**src/hw/rtl/clex_pkg.sv**
```systemverilog
package clex_pkg;

  localparam int unsigned LineBits = 16;
  localparam int unsigned LenBits = 7;
  localparam int unsigned KindBits = 5;
  localparam int unsigned NumKw = 9;
  localparam int unsigned QDepth = 4;
  localparam int unsigned QPtrBits = $clog2(QDepth);
  localparam int unsigned QCntBits = $clog2(QDepth + 1);

  localparam logic [LenBits-1:0] MaxWordLength = LenBits'(127);
  localparam logic [LineBits-1:0] LineMax = '1;
  localparam logic [NumKw-1:0] MaskAll = '1;

  // token kinds
  localparam logic [KindBits-1:0] TokIdent      = KindBits'(0);
  localparam logic [KindBits-1:0] TokNumber     = KindBits'(1);
  localparam logic [KindBits-1:0] TokKwBase     = KindBits'(2);
  localparam logic [KindBits-1:0] TokLParen     = KindBits'(11);
  localparam logic [KindBits-1:0] TokRParen     = KindBits'(12);
  localparam logic [KindBits-1:0] TokLBrace     = KindBits'(13);
  localparam logic [KindBits-1:0] TokRBrace     = KindBits'(14);
  localparam logic [KindBits-1:0] TokLBrack     = KindBits'(15);
  localparam logic [KindBits-1:0] TokRBrack     = KindBits'(16);
  localparam logic [KindBits-1:0] TokComma      = KindBits'(17);
  localparam logic [KindBits-1:0] TokSemi       = KindBits'(18);
  localparam logic [KindBits-1:0] TokAssign     = KindBits'(19);
  localparam logic [KindBits-1:0] TokMinus      = KindBits'(20);
  localparam logic [KindBits-1:0] TokDec        = KindBits'(21);
  localparam logic [KindBits-1:0] TokPlus       = KindBits'(22);
  localparam logic [KindBits-1:0] TokInc        = KindBits'(23);
  localparam logic [KindBits-1:0] TokLess       = KindBits'(24);
  localparam logic [KindBits-1:0] TokLineCom    = KindBits'(25);
  localparam logic [KindBits-1:0] TokBlockOpen  = KindBits'(26);
  localparam logic [KindBits-1:0] TokBlockClose = KindBits'(27);

  localparam logic [7:0] ChNewline = 8'h0A;

  typedef enum logic [3:0] {
    ModeIdle    = 4'd0,
    ModeIdent   = 4'd1,
    ModeNumber  = 4'd2,
    ModeMinus   = 4'd3,
    ModePlus    = 4'd4,
    ModeSlash   = 4'd5,
    ModeLineCom = 4'd6,
    ModeBlock   = 4'd7,
    ModeStar    = 4'd8
  } mode_e;

  typedef struct packed {
    logic [7:0] char_code;
    logic       end_of_text;
  } in_t;

  typedef struct packed {
    logic [KindBits-1:0] token_kind;
    logic [LineBits-1:0] token_line;
    logic [LenBits-1:0]  token_length;
    logic                last_of_run;
  } out_t;

  function automatic logic [2:0] kw_len(input logic [3:0] k);
    logic [2:0] len;
    len = 3'd0;
    unique case (k)
      4'd0: len = 3'd4;
      4'd1: len = 3'd3;
      4'd2: len = 3'd5;
      4'd3: len = 3'd4;
      4'd4: len = 3'd3;
      4'd5: len = 3'd5;
      4'd6: len = 3'd2;
      4'd7: len = 3'd4;
      4'd8: len = 3'd6;
      default: len = 3'd0;
    endcase
    return len;
  endfunction

  // keyword character at a position, zero past the end of the keyword
  function automatic logic [7:0] kw_char(input logic [3:0] k, input logic [LenBits-1:0] pos);
    logic [47:0] txt;
    logic [2:0]  len;
    logic [2:0]  idx;
    txt = '0;
    len = kw_len(k);
    unique case (k)
      4'd0: txt = 48'("void");
      4'd1: txt = 48'("int");
      4'd2: txt = 48'("float");
      4'd3: txt = 48'("char");
      4'd4: txt = 48'("for");
      4'd5: txt = 48'("while");
      4'd6: txt = 48'("if");
      4'd7: txt = 48'("else");
      4'd8: txt = 48'("return");
      default: txt = '0;
    endcase
    idx = len - 3'd1 - pos[2:0];
    if (pos >= LenBits'(len)) begin
      return 8'd0;
    end
    return txt[idx*8 +: 8];
  endfunction

endpackage

```
**src/hw/rtl/c_subset_lexer.sv**
```systemverilog
// Byte-serial lexer for a small C subset. One source byte (or an end-of-text
// mark) is taken per cycle into an input register, decoded combinationally
// against the scan state, and its zero, one or two tokens are written into a
// four-entry result queue that drains one token per cycle while unstalled. A
// steady stream runs at one byte per clock if unstalled; a byte that closes a
// word and also forms a symbol yields two tokens and can hold the input while
// the queue drains. in_stall_o depends only on registered state. Tokens carry
// kind, line and length; last_of_run marks the final token of a byte.
module c_subset_lexer (
  input  logic           clk_i,
  input  logic           rst_ni,
  input  logic           in_valid_i,
  output logic           in_stall_o,
  input  clex_pkg::in_t  in_data_i,
  output logic           out_valid_o,
  input  logic           out_stall_i,
  output clex_pkg::out_t out_data_o
);

  // input register
  logic          in_valid_q, in_valid_d;
  clex_pkg::in_t in_q;
  logic          in_accept, proc;

  // scan state
  clex_pkg::mode_e               mode_q, mode_d;
  logic [clex_pkg::LineBits-1:0] line_q, line_d;
  logic [clex_pkg::LenBits-1:0]  len_q, len_d;
  logic [clex_pkg::NumKw-1:0]    mask_q, mask_d;

  // result queue
  clex_pkg::out_t                mem_q [clex_pkg::QDepth];
  logic [clex_pkg::QPtrBits-1:0] head_q, head_d, tail_q, tail_d;
  logic [clex_pkg::QCntBits-1:0] cnt_q, cnt_d;
  logic                          pop;

  // decode
  logic [7:0]                    c;
  logic                          is_letter, is_digit;
  logic [clex_pkg::NumKw-1:0]    hit_cur, hit_first;
  logic [clex_pkg::KindBits-1:0] word_kind;
  logic [clex_pkg::LenBits-1:0]  len_inc;
  logic [clex_pkg::LineBits-1:0] line_inc;

  logic                          id_emit, id_nl;
  logic [clex_pkg::KindBits-1:0] id_kind;
  clex_pkg::mode_e               id_mode;

  logic                          a_v, use_idle;
  logic [clex_pkg::KindBits-1:0] a_kind;
  logic [clex_pkg::LenBits-1:0]  a_len;
  clex_pkg::out_t                s0, s1;
  logic                          s0_v, s1_v;

  assign in_accept  = in_valid_i && !in_stall_o;
  assign proc       = in_valid_q && (cnt_q <= clex_pkg::QCntBits'(clex_pkg::QDepth - 2));
  assign in_stall_o = in_valid_q && !proc;
  assign in_valid_d = in_accept ? 1'b1 : (proc ? 1'b0 : in_valid_q);

  assign c         = in_q.char_code;
  assign is_letter = (c >= "a" && c <= "z") || (c >= "A" && c <= "Z") || c == "_";
  assign is_digit  = c >= "0" && c <= "9";
  assign len_inc   = (len_q < clex_pkg::MaxWordLength) ? len_q + 1'b1 : len_q;
  assign line_inc  = (line_q < clex_pkg::LineMax) ? line_q + 1'b1 : line_q;

  always_comb begin
    for (int k = 0; k < clex_pkg::NumKw; k++) begin
      hit_cur[k]   = clex_pkg::kw_char(4'(k), len_q) == c;
      hit_first[k] = clex_pkg::kw_char(4'(k), '0) == c;
    end
  end

  // lowest matching keyword of full length wins
  always_comb begin
    word_kind = clex_pkg::TokIdent;
    for (int k = clex_pkg::NumKw - 1; k >= 0; k--) begin
      if (mask_q[k] && len_q == clex_pkg::LenBits'(clex_pkg::kw_len(4'(k)))) begin
        word_kind = clex_pkg::TokKwBase + clex_pkg::KindBits'(k);
      end
    end
    if (mode_q == clex_pkg::ModeNumber) begin
      word_kind = clex_pkg::TokNumber;
    end
  end

  // what a byte does when seen from idle
  always_comb begin
    id_emit = 1'b0;
    id_kind = clex_pkg::TokIdent;
    id_mode = clex_pkg::ModeIdle;
    id_nl   = 1'b0;
    if (c == clex_pkg::ChNewline) begin
      id_nl = 1'b1;
    end else if (is_letter) begin
      id_mode = clex_pkg::ModeIdent;
    end else if (is_digit) begin
      id_mode = clex_pkg::ModeNumber;
    end else begin
      unique case (c)
        "(": begin id_emit = 1'b1; id_kind = clex_pkg::TokLParen; end
        ")": begin id_emit = 1'b1; id_kind = clex_pkg::TokRParen; end
        "{": begin id_emit = 1'b1; id_kind = clex_pkg::TokLBrace; end
        "}": begin id_emit = 1'b1; id_kind = clex_pkg::TokRBrace; end
        "[": begin id_emit = 1'b1; id_kind = clex_pkg::TokLBrack; end
        "]": begin id_emit = 1'b1; id_kind = clex_pkg::TokRBrack; end
        ",": begin id_emit = 1'b1; id_kind = clex_pkg::TokComma; end
        ";": begin id_emit = 1'b1; id_kind = clex_pkg::TokSemi; end
        "=": begin id_emit = 1'b1; id_kind = clex_pkg::TokAssign; end
        "<": begin id_emit = 1'b1; id_kind = clex_pkg::TokLess; end
        "-": id_mode = clex_pkg::ModeMinus;
        "+": id_mode = clex_pkg::ModePlus;
        "/": id_mode = clex_pkg::ModeSlash;
        default: ;
      endcase
    end
  end

  always_comb begin
    mode_d   = mode_q;
    line_d   = line_q;
    len_d    = len_q;
    mask_d   = mask_q;
    a_v      = 1'b0;
    a_kind   = clex_pkg::TokIdent;
    a_len    = clex_pkg::LenBits'(1);
    use_idle = 1'b0;

    if (in_q.end_of_text) begin
      if (mode_q == clex_pkg::ModeIdent || mode_q == clex_pkg::ModeNumber) begin
        a_v    = 1'b1;
        a_kind = word_kind;
        a_len  = len_q;
      end else if (mode_q == clex_pkg::ModeMinus) begin
        a_v    = 1'b1;
        a_kind = clex_pkg::TokMinus;
      end else if (mode_q == clex_pkg::ModePlus) begin
        a_v    = 1'b1;
        a_kind = clex_pkg::TokPlus;
      end
      mode_d = clex_pkg::ModeIdle;
      line_d = clex_pkg::LineBits'(1);
      len_d  = '0;
      mask_d = clex_pkg::MaskAll;
    end else begin
      unique case (mode_q)
        clex_pkg::ModeIdent: begin
          if (is_letter || is_digit) begin
            mask_d = mask_q & hit_cur;
            len_d  = len_inc;
          end else begin
            a_v      = 1'b1;
            a_kind   = word_kind;
            a_len    = len_q;
            use_idle = 1'b1;
          end
        end
        clex_pkg::ModeNumber: begin
          if (is_digit) begin
            len_d = len_inc;
          end else begin
            a_v      = 1'b1;
            a_kind   = clex_pkg::TokNumber;
            a_len    = len_q;
            use_idle = 1'b1;
          end
        end
        clex_pkg::ModeMinus: begin
          a_v = 1'b1;
          if (c == "-") begin
            a_kind = clex_pkg::TokDec;
            a_len  = clex_pkg::LenBits'(2);
            mode_d = clex_pkg::ModeIdle;
          end else begin
            a_kind   = clex_pkg::TokMinus;
            use_idle = 1'b1;
          end
        end
        clex_pkg::ModePlus: begin
          a_v = 1'b1;
          if (c == "+") begin
            a_kind = clex_pkg::TokInc;
            a_len  = clex_pkg::LenBits'(2);
            mode_d = clex_pkg::ModeIdle;
          end else begin
            a_kind   = clex_pkg::TokPlus;
            use_idle = 1'b1;
          end
        end
        clex_pkg::ModeSlash: begin
          if (c == "/") begin
            a_v    = 1'b1;
            a_kind = clex_pkg::TokLineCom;
            a_len  = clex_pkg::LenBits'(2);
            mode_d = clex_pkg::ModeLineCom;
          end else if (c == "*") begin
            a_v    = 1'b1;
            a_kind = clex_pkg::TokBlockOpen;
            a_len  = clex_pkg::LenBits'(2);
            mode_d = clex_pkg::ModeBlock;
          end else begin
            // lone slash gives no token
            use_idle = 1'b1;
          end
        end
        clex_pkg::ModeLineCom: begin
          if (c == clex_pkg::ChNewline) begin
            line_d = line_inc;
            mode_d = clex_pkg::ModeIdle;
          end
        end
        clex_pkg::ModeBlock: begin
          if (c == clex_pkg::ChNewline) begin
            line_d = line_inc;
          end else if (c == "*") begin
            mode_d = clex_pkg::ModeStar;
          end
        end
        clex_pkg::ModeStar: begin
          if (c == "/") begin
            a_v    = 1'b1;
            a_kind = clex_pkg::TokBlockClose;
            a_len  = clex_pkg::LenBits'(2);
            mode_d = clex_pkg::ModeIdle;
          end else if (c == clex_pkg::ChNewline) begin
            line_d = line_inc;
            mode_d = clex_pkg::ModeBlock;
          end else if (c != "*") begin
            mode_d = clex_pkg::ModeBlock;
          end
        end
        default: use_idle = 1'b1;
      endcase

      if (use_idle) begin
        mode_d = id_mode;
        if (id_nl) begin
          line_d = line_inc;
        end
        if (is_letter) begin
          len_d  = clex_pkg::LenBits'(1);
          mask_d = hit_first;
        end else if (is_digit) begin
          len_d  = clex_pkg::LenBits'(1);
          mask_d = clex_pkg::MaskAll;
        end
      end
    end
  end

  // pack the tokens of this byte into one or two queue slots
  always_comb begin
    s0_v = a_v || (use_idle && id_emit);
    s1_v = a_v && use_idle && id_emit;
    s0.token_kind   = a_v ? a_kind : id_kind;
    s0.token_line   = line_q;
    s0.token_length = a_v ? a_len : clex_pkg::LenBits'(1);
    s0.last_of_run  = !s1_v;
    s1.token_kind   = id_kind;
    s1.token_line   = line_q;
    s1.token_length = clex_pkg::LenBits'(1);
    s1.last_of_run  = 1'b1;
  end

  assign out_valid_o = cnt_q != '0;
  assign out_data_o  = mem_q[head_q];
  assign pop         = out_valid_o && !out_stall_i;

  always_comb begin
    head_d = head_q;
    tail_d = tail_q;
    cnt_d  = cnt_q;
    if (pop) begin
      head_d = head_q + 1'b1;
    end
    if (proc) begin
      tail_d = tail_q + clex_pkg::QPtrBits'(s0_v) + clex_pkg::QPtrBits'(s1_v);
      cnt_d  = cnt_q + clex_pkg::QCntBits'(s0_v) + clex_pkg::QCntBits'(s1_v);
    end
    if (pop) begin
      cnt_d = cnt_d - 1'b1;
    end
  end

  always_ff @(posedge clk_i or negedge rst_ni) begin
    if (!rst_ni) begin
      in_valid_q <= 1'b0;
      mode_q     <= clex_pkg::ModeIdle;
      line_q     <= clex_pkg::LineBits'(1);
      len_q      <= '0;
      mask_q     <= clex_pkg::MaskAll;
      head_q     <= '0;
      tail_q     <= '0;
      cnt_q      <= '0;
    end else begin
      in_valid_q <= in_valid_d;
      head_q     <= head_d;
      tail_q     <= tail_d;
      cnt_q      <= cnt_d;
      if (proc) begin
        mode_q <= mode_d;
        line_q <= line_d;
        len_q  <= len_d;
        mask_q <= mask_d;
      end
    end
  end

  always_ff @(posedge clk_i) begin
    if (in_accept) begin
      in_q <= in_data_i;
    end
    if (proc && s0_v) begin
      mem_q[tail_q] <= s0;
    end
    if (proc && s1_v) begin
      mem_q[tail_q + 1'b1] <= s1;
    end
  end

  assert property (@(posedge clk_i) disable iff (!rst_ni)
    cnt_q <= clex_pkg::QCntBits'(clex_pkg::QDepth))
    else $error("result queue overflow");

  assert property (@(posedge clk_i) disable iff (!rst_ni) line_q != '0)
    else $error("line count reached zero");

  assert property (@(posedge clk_i) disable iff (!rst_ni)
    proc && in_q.end_of_text |=> line_q == clex_pkg::LineBits'(1) &&
                                 mode_q == clex_pkg::ModeIdle)
    else $error("end of text did not restore scan state");

  assert property (@(posedge clk_i) disable iff (!rst_ni)
    (mode_q == clex_pkg::ModeIdent || mode_q == clex_pkg::ModeNumber) |-> len_q != '0)
    else $error("open word with zero length");

endmodule

```
**config.mk**
```make
export PLATFORM = sky130hd
export DESIGN_NAME = c_subset_lexer
export DESIGN_NICKNAME = d
export VERILOG_FILES = /design/src/hw/rtl/clex_pkg.sv /design/src/hw/rtl/c_subset_lexer.sv
export SDC_FILE = /design/constraint.sdc
export NUM_CORES = 1
export LEC_CHECK = 0
export BUFFER_PORTS_ARGS = -buffer_cell sky130_fd_sc_hd__buf_2
export CAP_MARGIN = 10
export CORE_MARGIN = 2
export CORE_UTILIZATION = 55
export CTS_CLUSTER_DIAMETER = 200
export DETAILED_ROUTE_END_ITERATION = 8
export HOLD_SLACK_MARGIN = 0.1
export PLACE_DENSITY = 0.81
export SLEW_MARGIN = 20
export SYNTH_ARGS = -nofsm -noshare
export SYNTH_HDL_FRONTEND = slang
export SYNTH_SLANG_ARGS = --single-unit
export TNS_END_PERCENT = 100
```
**constraint.sdc**
```tcl
create_clock -name clk_i -period 2.9 [get_ports clk_i]
set_input_delay 0 -clock clk_i [delete_from_list [all_inputs] [get_ports clk_i]]
set_output_delay 0 -clock clk_i [all_outputs]
set_load 0.01 [all_outputs]
```
==> impl_metrics.yaml, run 1 <==
logic_synthesis:
  syn-cell-area_um2: 10400
  synth_top_area_share: 0.269
  synth_edf_count: 93
  synth_top_area_cell: "edfxtp_1"
  synthCells: 1022
  avgSynthCellArea_um2: 10.2
  synth_flop_cell: "edfxtp_1"
  synth.most_common_cell: "edfxtp_1"
  yosysSeqAreaShare: 0.438
  synthTopCellsByCount: "93 x edfxtp_1, 73 x nand2_1, 71 x and2_1"
  synth-async-reset-ratio: 0.260
  yosys-top-cells-area: "edfxtp_1 27%, dfrtp_1 8.2%, mux4_2 6.3%"
  synthDistinctLibCells: 89
  ys_ff_latch: 169
  ys_warn_count: 0
  syn_nets: 1058
cts:
  cts_tree: "done"
  clock_latency_ns: 0.44
  cts.path.max_buffers: 2
  cts_made_buffers: 17
  root_buffer: "clkbuf_16"
  cts_sinks: 169
  path_clk_slew_ns: 0.08
  h-tree-depth: 4
setup_path:
  crit_type: "flop to flop"
  timing.rr.start: "c[4]$_DFFE_PP_"
  crit_required_ns: 3.21
  worstSetupStartpointType: "flop"
  r2r_cells: 13
  path_max_fanout: 7
  worstSetupEndpointType: "flop"
  critPathArrivalTime_ns: 3.34
  endpoint: "cnt_q[2]$_DFF_PN0_"
  rr_endpoint: "cnt_q[2]$_DFF_PN0_"
  r2r_slack_ns: -0.13
  crit_start: "c[4]$_DFFE_PP_"
placement:
  dpl_cell_area_um2: 11700
  portBuffers: 43
  hpwl_um: 20400
  place_congestion: 0.931
floorplan:
  die_w_um: 141
  die_h_um: 141
  dieArea_um2: 20000
  initial_core_util: 0.557
  io_pins: 44
  rows: 50
  coreArea_um2: 18600
timing:
  relSlewSlack: 0.487
  setup_violations: 2
  fin_tns_setup_ns: -0.197
  finalWorstSetupSlack_ns: -0.132
  final_hold_viol_count: 0
  fin_crit_sh: 1.05
  fin_skew_ns: 0.0120
  period_needed_ns: 3.03
  fmax_mhz: 330
  finalMaxSlewViolations: 0
  rsz0062_at_grt: "yes"
  tightest_slew_ns: 0.770
drt:
  drt_iter0_markers: 915
  wirelength_um: 29100
  vias_per_cell: 6.53
  routedWlPerCell_um: 20.7
  ant_nets: 0
  vias: 9176
  drc: 0
  dr.pass1.iters: 6
grt:
  grt.overflow.total: 0
  grt_max_degree: 39
  gr-usage-all-layers: 0.289
  grt_first_pass_wirelength_um: 45500
  antenna_found_initial: 0
  first_global_vias: 8585
finish:
  regArea_um2: 4550
  multi_input_area_um2: 5530
  antenna_cells: 0
  final_area_um2: 12600
  syn_to_final_growth_pct: 21.5
  fill_cells: 1364
  drive_gt1_frac: 0.281
  layout.nets: 1195
power:
  leakagePower_uw: 0.00490
  p_per_area_nw_per_um2: 897
  ir_worst_vdd_uv: 498
  power_uw: 11300
min_path:
  hold_class: "input pin to async pin"
outcome:
  run_status: "complete, but fails checks"
  failed_checks: "negative setup slack"
job:
  drv_cap: 0
[metal layers]
layer,routed length (µm),track usage,share of wire
met4,751,0.100,0.026
met5,0,0,0
met2,14400,0.479,0.50
met3,2370,0.0513,0.081
met1,11500,0.385,0.40
[report_power, final]
part           switching [µW]  leakage, µW  total, µW  internal [µW]
Combinational            3060      0.00286       5560           2500
Sequential                426      0.00173       3390           2960
Clock                    1110     0.000303       2370           1250
Total                    4600      0.00490      11300           6710
[flip-flops by register name, indices dropped and copies added (netlist names)]
name,cells
mem_q,116
line_q,16
mask_q,9
c,8
len_q,7
mode_q,4
cnt_q,3
head_q,2
tail_q,2
in_q,1
in_valid_q,1
[cell type report]
| class | instances | share of cell area |
|---|---|---|
| clock buffers | 17 | 0.0337 |
| clock inverters | 15 | 0.0155 |
| inverters | 17 | 0.00506 |
| multi-input cells | 751 | 0.438 |
| flip-flops and latches | 169 | 0.361 |
| well taps | 234 | 0.0232 |
| repair buffers | 203 | 0.124 |
[cells in the final DEF, fill, tap and decap left out, types with 26 or more instances in the layout]
cell type	synthesis	routed
a21oi_1	51	50
a31oi_1	29	29
and2_1	71	71
buf_2	20	43
buf_4	4	139
dfrtp_1	34	33
dfxtp_1	32	32
edfxtp_1	93	93
mux4_2	29	29
nand2_1	73	72
nand3_1	40	40
nor2_1	45	44
o21ai_0	59	59
o22ai_1	26	26
[critical path, cell delays in order (launching register included)]
cell	delay, ns
edfxtp_1	0.49
buf_4	0.18
buf_4	0.15
nor2b_1	0.11
o32ai_1	0.11
a32oi_2	0.25
nand2_2	0.12
a22o_1	0.27
fa_2	0.37
ha_4	0.24
mux2i_4	0.21
ha_4	0.17
nand2_2	0.05
xor2_1	0.17
[worst min-delay path by stage]
stage                start  depth (start not counted)  slack (ns)                      to
global route        rst_ni                          2        0.23   mode_q[2]$_DFFE_PN0P_
floorplan           rst_ni                          0       -0.30      cnt_q[0]$_DFF_PN0_
global placement    rst_ni                          1        0.09   mode_q[0]$_DFFE_PN0P_
finish              rst_ni                          2        0.17   mode_q[0]$_DFFE_PN0P_
detailed placement  rst_ni                          1        0.10   mode_q[0]$_DFFE_PN0P_
CTS                 rst_ni                          2        0.18  in_valid_q$_DFFE_PN0P_
[metrics by stage]
step	hold WS [ns]	utilization	worst slack, ns	cells
final	0.169	0.677	-0.132	1406
after global routing	0.235	0.677	-0.203	1406
after CTS	0.181	0.669	-0.113	1403
after detailed placement	0.103	0.625	-0.174	1353
after global placement	0.0910	0.625	-0.111	1353
after floorplan	-0.296	-	-0.172	1022
[cells by family (layout without fill, tap and decap cells)]
kind of cell | Yosys count | in the layout | synth area share
buffers and inverters | 102 | 252 | 0.0451
flip-flops | 169 | 169 | 0.438
multiplexers | 46 | 46 | 0.0800
XOR/XNOR | 18 | 18 | 0.0152
adder cells (fa/ha/maj) | 23 | 23 | 0.0292
AO/OA/AOI/OAI | 286 | 286 | 0.190
AND/OR/NAND/NOR | 378 | 378 | 0.202
[timing repair]
action	in CTS	in global routing
resized for setup	7	15
hold endpoints to repair	44	0
pin swaps	6	6
setup buffers	6	2
gates cloned	0	2
hold buffers	12	0
setup endpoints to repair	2	30
Power figures use the tool's default switching activity.
==> run 2: changes to the inputs <==
--- a/config.mk
+++ b/config.mk
@@ -9,6 +9,7 @@
 export CAP_MARGIN = 10
 export CORE_MARGIN = 2
 export CORE_UTILIZATION = 55
+export CTS_BUF_LIST = sky130_fd_sc_hd__clkbuf_4 sky130_fd_sc_hd__clkbuf_8
 export CTS_CLUSTER_DIAMETER = 200
 export DETAILED_ROUTE_END_ITERATION = 8
 export HOLD_SLACK_MARGIN = 0.1
==> run 2 against run 1 <==
  * Register-to-register slack about the same
  * Fmax increased by 0.23%
  * Sequential power hardly changed
  * The run still ends with negative setup slack left
  * Routed wire length fell by 2.7%
  * Largest cell class unchanged
  * Worst hold slack worse by 0.036 ns
==> impl_metrics.yaml, run 2 (synthesized netlist as in run 1, its figures left out) <==
finish:
  layout.nets: 1193
  final_util: 0.662
  reg_top3: "mem_q x116, line_q x16, mask_q x9"
  final_area_um2: 12300
  top_register: "mem_q"
  largest_register_ffs: 116
  instances_no_fill: 1404
  drive_gt1_frac: 0.278
  syn_to_final_growth_pct: 18.8
  antenna_cells: 0
  final_cell_mix: "140 x buf_4, 93 x edfxtp_1, 73 x nand2_1"
  final_common_cell: "buf_4"
power:
  p_per_area_nw_per_um2: 854
  ir_worst_vdd_uv: 425
  power_uw: 10500
  leakagePower_uw: 0.00478
timing:
  period_needed_ns: 3.02
  setup_violations: 2
  fin_tns_setup_ns: -0.207
  finalWorstSetupSlack_ns: -0.125
  tightest_slew_ns: 0.774
  fin_skew_ns: 0.0209
  relSlewSlack: 0.484
  finalMaxSlewViolations: 0
  rsz0062_at_grt: "yes"
  fin_crit_sh: 1.04
  final_hold_viol_count: 0
  fmax_mhz: 331
drt:
  dr.pass1.iters: 5
  drt_iter0_markers: 772
  ant_nets: 0
  drc: 0
  routedWlPerCell_um: 20.2
  wirelength_um: 28300
  vias: 9105
  vias_per_cell: 6.49
grt:
  gr-usage-all-layers: 0.286
  grt_first_pass_wirelength_um: 45100
  first_global_vias: 8609
  grt_max_degree: 39
  antenna_found_initial: 0
  grt.overflow.total: 0
cts:
  cts_made_buffers: 17
  root_buffer: "clkbuf_8"
  cts_sinks: 169
  clock_latency_ns: 0.47
  path_clk_slew_ns: 0.11
  cts_tree: "done"
  h-tree-depth: 4
  cts.path.max_buffers: 2
floorplan:
  rows: 50
  io_pins: 44
  dieArea_um2: 20000
  coreArea_um2: 18600
  die_w_um: 141
  initial_core_util: 0.557
  die_h_um: 141
setup_path:
  path_max_fanout: 7
  r2r_slack_ns: -0.12
  crit_required_ns: 3.25
  crit_type: "flop to flop"
  worstSetupEndpointType: "flop"
  worstSetupStartpointType: "flop"
  critPathArrivalTime_ns: 3.38
placement:
  portBuffers: 43
  place_congestion: 0.931
  placedCellCount: 1353
  hpwl_um: 20400
  dpl_cell_area_um2: 11700
outcome:
  failed_checks: "negative setup slack"
  run_status: "complete, but fails checks"
job:
  drv_cap: 0
min_path:
  hold_class: "input pin to async pin"
run 2: critical path: stages, from the launching register on:
cell,delay (ns)
edfxtp_1,0.48
buf_4,0.18
buf_4,0.15
nor2b_1,0.12
o32ai_1,0.12
a32oi_2,0.26
nand2_2,0.12
a22o_1,0.28
fa_2,0.37
ha_4,0.23
mux2i_2,0.18
ha_2,0.20
nand2_1,0.06
xor2_1,0.17
run 2: final timing paths:
| kind | start | endpoint | depth (start not counted) |
|---|---|---|---|
| worst max-delay path | c[4]$_DFFE_PP_ | cnt_q[2]$_DFF_PN0_ | 13 |
| worst min-delay path | rst_ni | in_valid_q$_DFFE_PN0P_ | 2 |
| worst max register to register | c[4]$_DFFE_PP_ | cnt_q[2]$_DFF_PN0_ | 13 |
| worst min register to register | mem_q[2][3]$_SDFFE_PP0N_ | mem_q[2][3]$_SDFFE_PP0N_ | 2 |
| max in group asynchronous | rst_ni | mask_q[4]$_DFFE_PN1P_ | 3 |
| min in group clk_i | in_data_i[5] | c[4]$_DFFE_PP_ | 2 |
run 2: power by group:
part	internal, µW	switching [µW]
registers	2960	409
clock network	748	1030
logic	2420	2970
run 2: repair_timing:
item                       CTS  global route
hold buffers                12             0
gates resized for setup      7             9
hold endpoints to repair    44             0
setup buffers                6             1
setup endpoints to repair    3            33
pin swaps                    6             4
run 2: stage by stage:
| stage | setup WS [ns] | hold WS, ns |
|---|---|---|
| 2_1_floorplan | -0.172 | -0.296 |
| 3_3_place_gp | -0.111 | 0.0910 |
| 3_5_place_dp | -0.174 | 0.103 |
| 4_1_cts | -0.126 | 0.127 |
| 5_1_grt | -0.223 | 0.182 |
| 6_report | -0.125 | 0.132 |
run 2: metal layers:
metal  GRT usage  share of wire
met1       0.379           0.41
met2       0.478           0.49
met3      0.0489          0.072
met4      0.0979          0.026
met5           0              0
run 2: final cells by class:
type                            instances  area [µm²]
Timing Repair Buffer                  201        1510
Clock inverter                         15         195
Sequential cell                       169        4550
Multi-Input combinational cell        751        5490
Clock buffer                           17         234
Inverter                               17        63.8
Fill cell                            1420        6310
Tap cell                              234         293
==> run 3: changes to the inputs <==
--- a/config.mk
+++ b/config.mk
@@ -14,6 +14,7 @@
 export DETAILED_ROUTE_END_ITERATION = 8
 export HOLD_SLACK_MARGIN = 0.1
 export PLACE_DENSITY = 0.81
+export RECOVER_POWER = 25
 export SLEW_MARGIN = 20
 export SYNTH_ARGS = -nofsm -noshare
 export SYNTH_HDL_FRONTEND = slang
==> run 3 against run 2 <==
  * Die area stayed put
  * Worst hold slack better by 0.088 ns
  * Largest power group unchanged
  * The flow finishes with violations (max-capacitance violations, max-slew violations, negative setup slack)
  * Highest routed layer unchanged
  * Utilization is 0.11 points lower
  * Critical path depth stayed put
  * Final cell count stayed put
==> impl_metrics.yaml, run 3 (synthesized netlist as in run 1, its figures left out) <==
timing:
  final_hold_viol_count: 0
  finalWorstSetupSlack_ns: -0.130
  fmax_mhz: 330
  fin_skew_ns: 0.0198
  tightest_slew_ns: 1.87
  period_needed_ns: 3.03
  rsz0062_at_grt: "yes"
  relSlewSlack: -0.244
  finalMaxSlewViolations: 31
  setup_violations: 2
  fin_crit_sh: 1.04
drt:
  top_layer_used: "met4"
  dr.pass1.iters: 5
  vias: 9062
  drc: 0
  ant_nets: 0
  wirelength_um: 28200
  drt_iter0_markers: 785
  vias_per_cell: 6.45
  routed-wl-met3_um: 2190
  wl_met2_um: 13800
  routedWlPerCell_um: 20.1
  wl_met1_um: 11400
setup_path:
  worstSetupEndpointType: "flop"
  critPathArrivalTime_ns: 3.38
  crit_type: "flop to flop"
  timing.rr.start: "c[4]$_DFFE_PP_"
  endpoint: "cnt_q[2]$_DFF_PN0_"
  r2r_cells: 13
  rr_endpoint: "cnt_q[2]$_DFF_PN0_"
  crit_required_ns: 3.25
  r2r_slack_ns: -0.13
  path_max_fanout: 7
  worstSetupStartpointType: "flop"
  crit_start: "c[4]$_DFFE_PP_"
finish:
  layout.nets: 1193
  largest_register_ffs: 116
  final_cell_mix: "139 x buf_4, 93 x edfxtp_1, 73 x nand2_1"
  drive_gt1_frac: 0.265
  final_area_um2: 12300
  antenna_cells: 0
  syn_to_final_growth_pct: 18.6
  final_common_cell: "buf_4"
  reg_top3: "mem_q x116, line_q x16, mask_q x9"
  top_register: "mem_q"
cts:
  cts_sinks: 169
  cts_tree: "done"
  h-tree-depth: 4
  path_clk_slew_ns: 0.11
  cts.path.max_buffers: 2
  cts_made_buffers: 17
  clock_latency_ns: 0.48
  root_buffer: "clkbuf_8"
power:
  power_uw: 10500
  p_per_area_nw_per_um2: 854
  ir_worst_vdd_uv: 417
  leakagePower_uw: 0.00473
outcome:
  failed_checks: "max-capacitance violations, max-slew violations, negative setup slack"
  run_status: "complete, but fails checks"
floorplan:
  rows: 50
  initial_core_util: 0.557
  dieArea_um2: 20000
  die_h_um: 141
  io_pins: 44
  die_w_um: 141
  coreArea_um2: 18600
min_path:
  hold_class: "input pin to flop"
grt:
  first_global_vias: 8609
  grt.overflow.total: 0
  gr-usage-all-layers: 0.286
  grt_first_pass_wirelength_um: 45100
  grt_max_degree: 39
  antenna_found_initial: 0
placement:
  hpwl_um: 20400
  dpl_cell_area_um2: 11700
  place_congestion: 0.931
  portBuffers: 43
job:
  drv_cap: 1
## run 3: power breakdown
group          switching [µW]  internal, µW  total (µW)  leakage, µW
sequential                408          2960        3370      0.00174
combinational            2980          2400        5380      0.00278
clock                    1030           748        1780     0.000216
## run 3: worst max-delay path, stage by stage, from the launching register on
cell	delay, ns
edfxtp_1	0.48
buf_4	0.18
buf_4	0.15
nor2b_1	0.12
o32ai_1	0.12
a32oi_2	0.27
nand2_2	0.12
a22o_1	0.28
fa_2	0.37
ha_4	0.23
mux2i_2	0.18
ha_2	0.20
nand2_1	0.06
xor2_1	0.17
## run 3: routing by layer
layer,vias up,track usage
met3,73,0.0489
li1,4167,-
met1,4384,0.379
met4,0,0.0979
met5,-,0
met2,438,0.478
## run 3: cell type report
class | count | area, µm²
fillers | 1427 | 6330
multi-input cells | 751 | 5490
flip-flops and latches | 169 | 4550
repair buffers | 201 | 1490
well taps | 234 | 293
clock buffers | 17 | 234
clock inverters | 15 | 195
inverters | 17 | 63.8
## run 3: per-stage QoR
stage | cells | TNS, ns | worst slack [ns] | util | hold WS (ns)
after global routing | 1404 | -0.526 | -0.223 | 0.660 | 0.227
final | 1404 | -0.218 | -0.130 | 0.660 | 0.220
after CTS | 1403 | -0.217 | -0.126 | 0.659 | 0.127
after global placement | 1353 | -0.174 | -0.111 | 0.625 | 0.0910
after detailed placement | 1353 | -0.297 | -0.174 | 0.625 | 0.103
after floorplan | 1022 | -0.329 | -0.172 | - | -0.296
## run 3: worst min path at each step
stage | depth (start not counted) | from | slack (ns) | end
final | 2 | in_data_i[5] | 0.22 | c[4]$_DFFE_PP_
after detailed placement | 1 | rst_ni | 0.10 | mode_q[0]$_DFFE_PN0P_
after floorplan | 0 | rst_ni | -0.30 | cnt_q[0]$_DFF_PN0_
after global placement | 1 | rst_ni | 0.09 | mode_q[0]$_DFFE_PN0P_
after CTS | 2 | rst_ni | 0.13 | in_valid_q$_DFFE_PN0P_
after global routing | 2 | in_data_i[6] | 0.23 | c[5]$_DFFE_PP_
## run 3: timing repair
| action | in CTS | in global routing |
|---|---|---|
| gates resized for setup | 7 | 9 |
| hold buffers | 12 | 0 |
| pin swaps | 6 | 4 |
| buffers inserted | 6 | 1 |
| endpoints found under the hold margin | 44 | 0 |
| cloned | 0 | 0 |
| setup endpoints to repair | 3 | 33 |
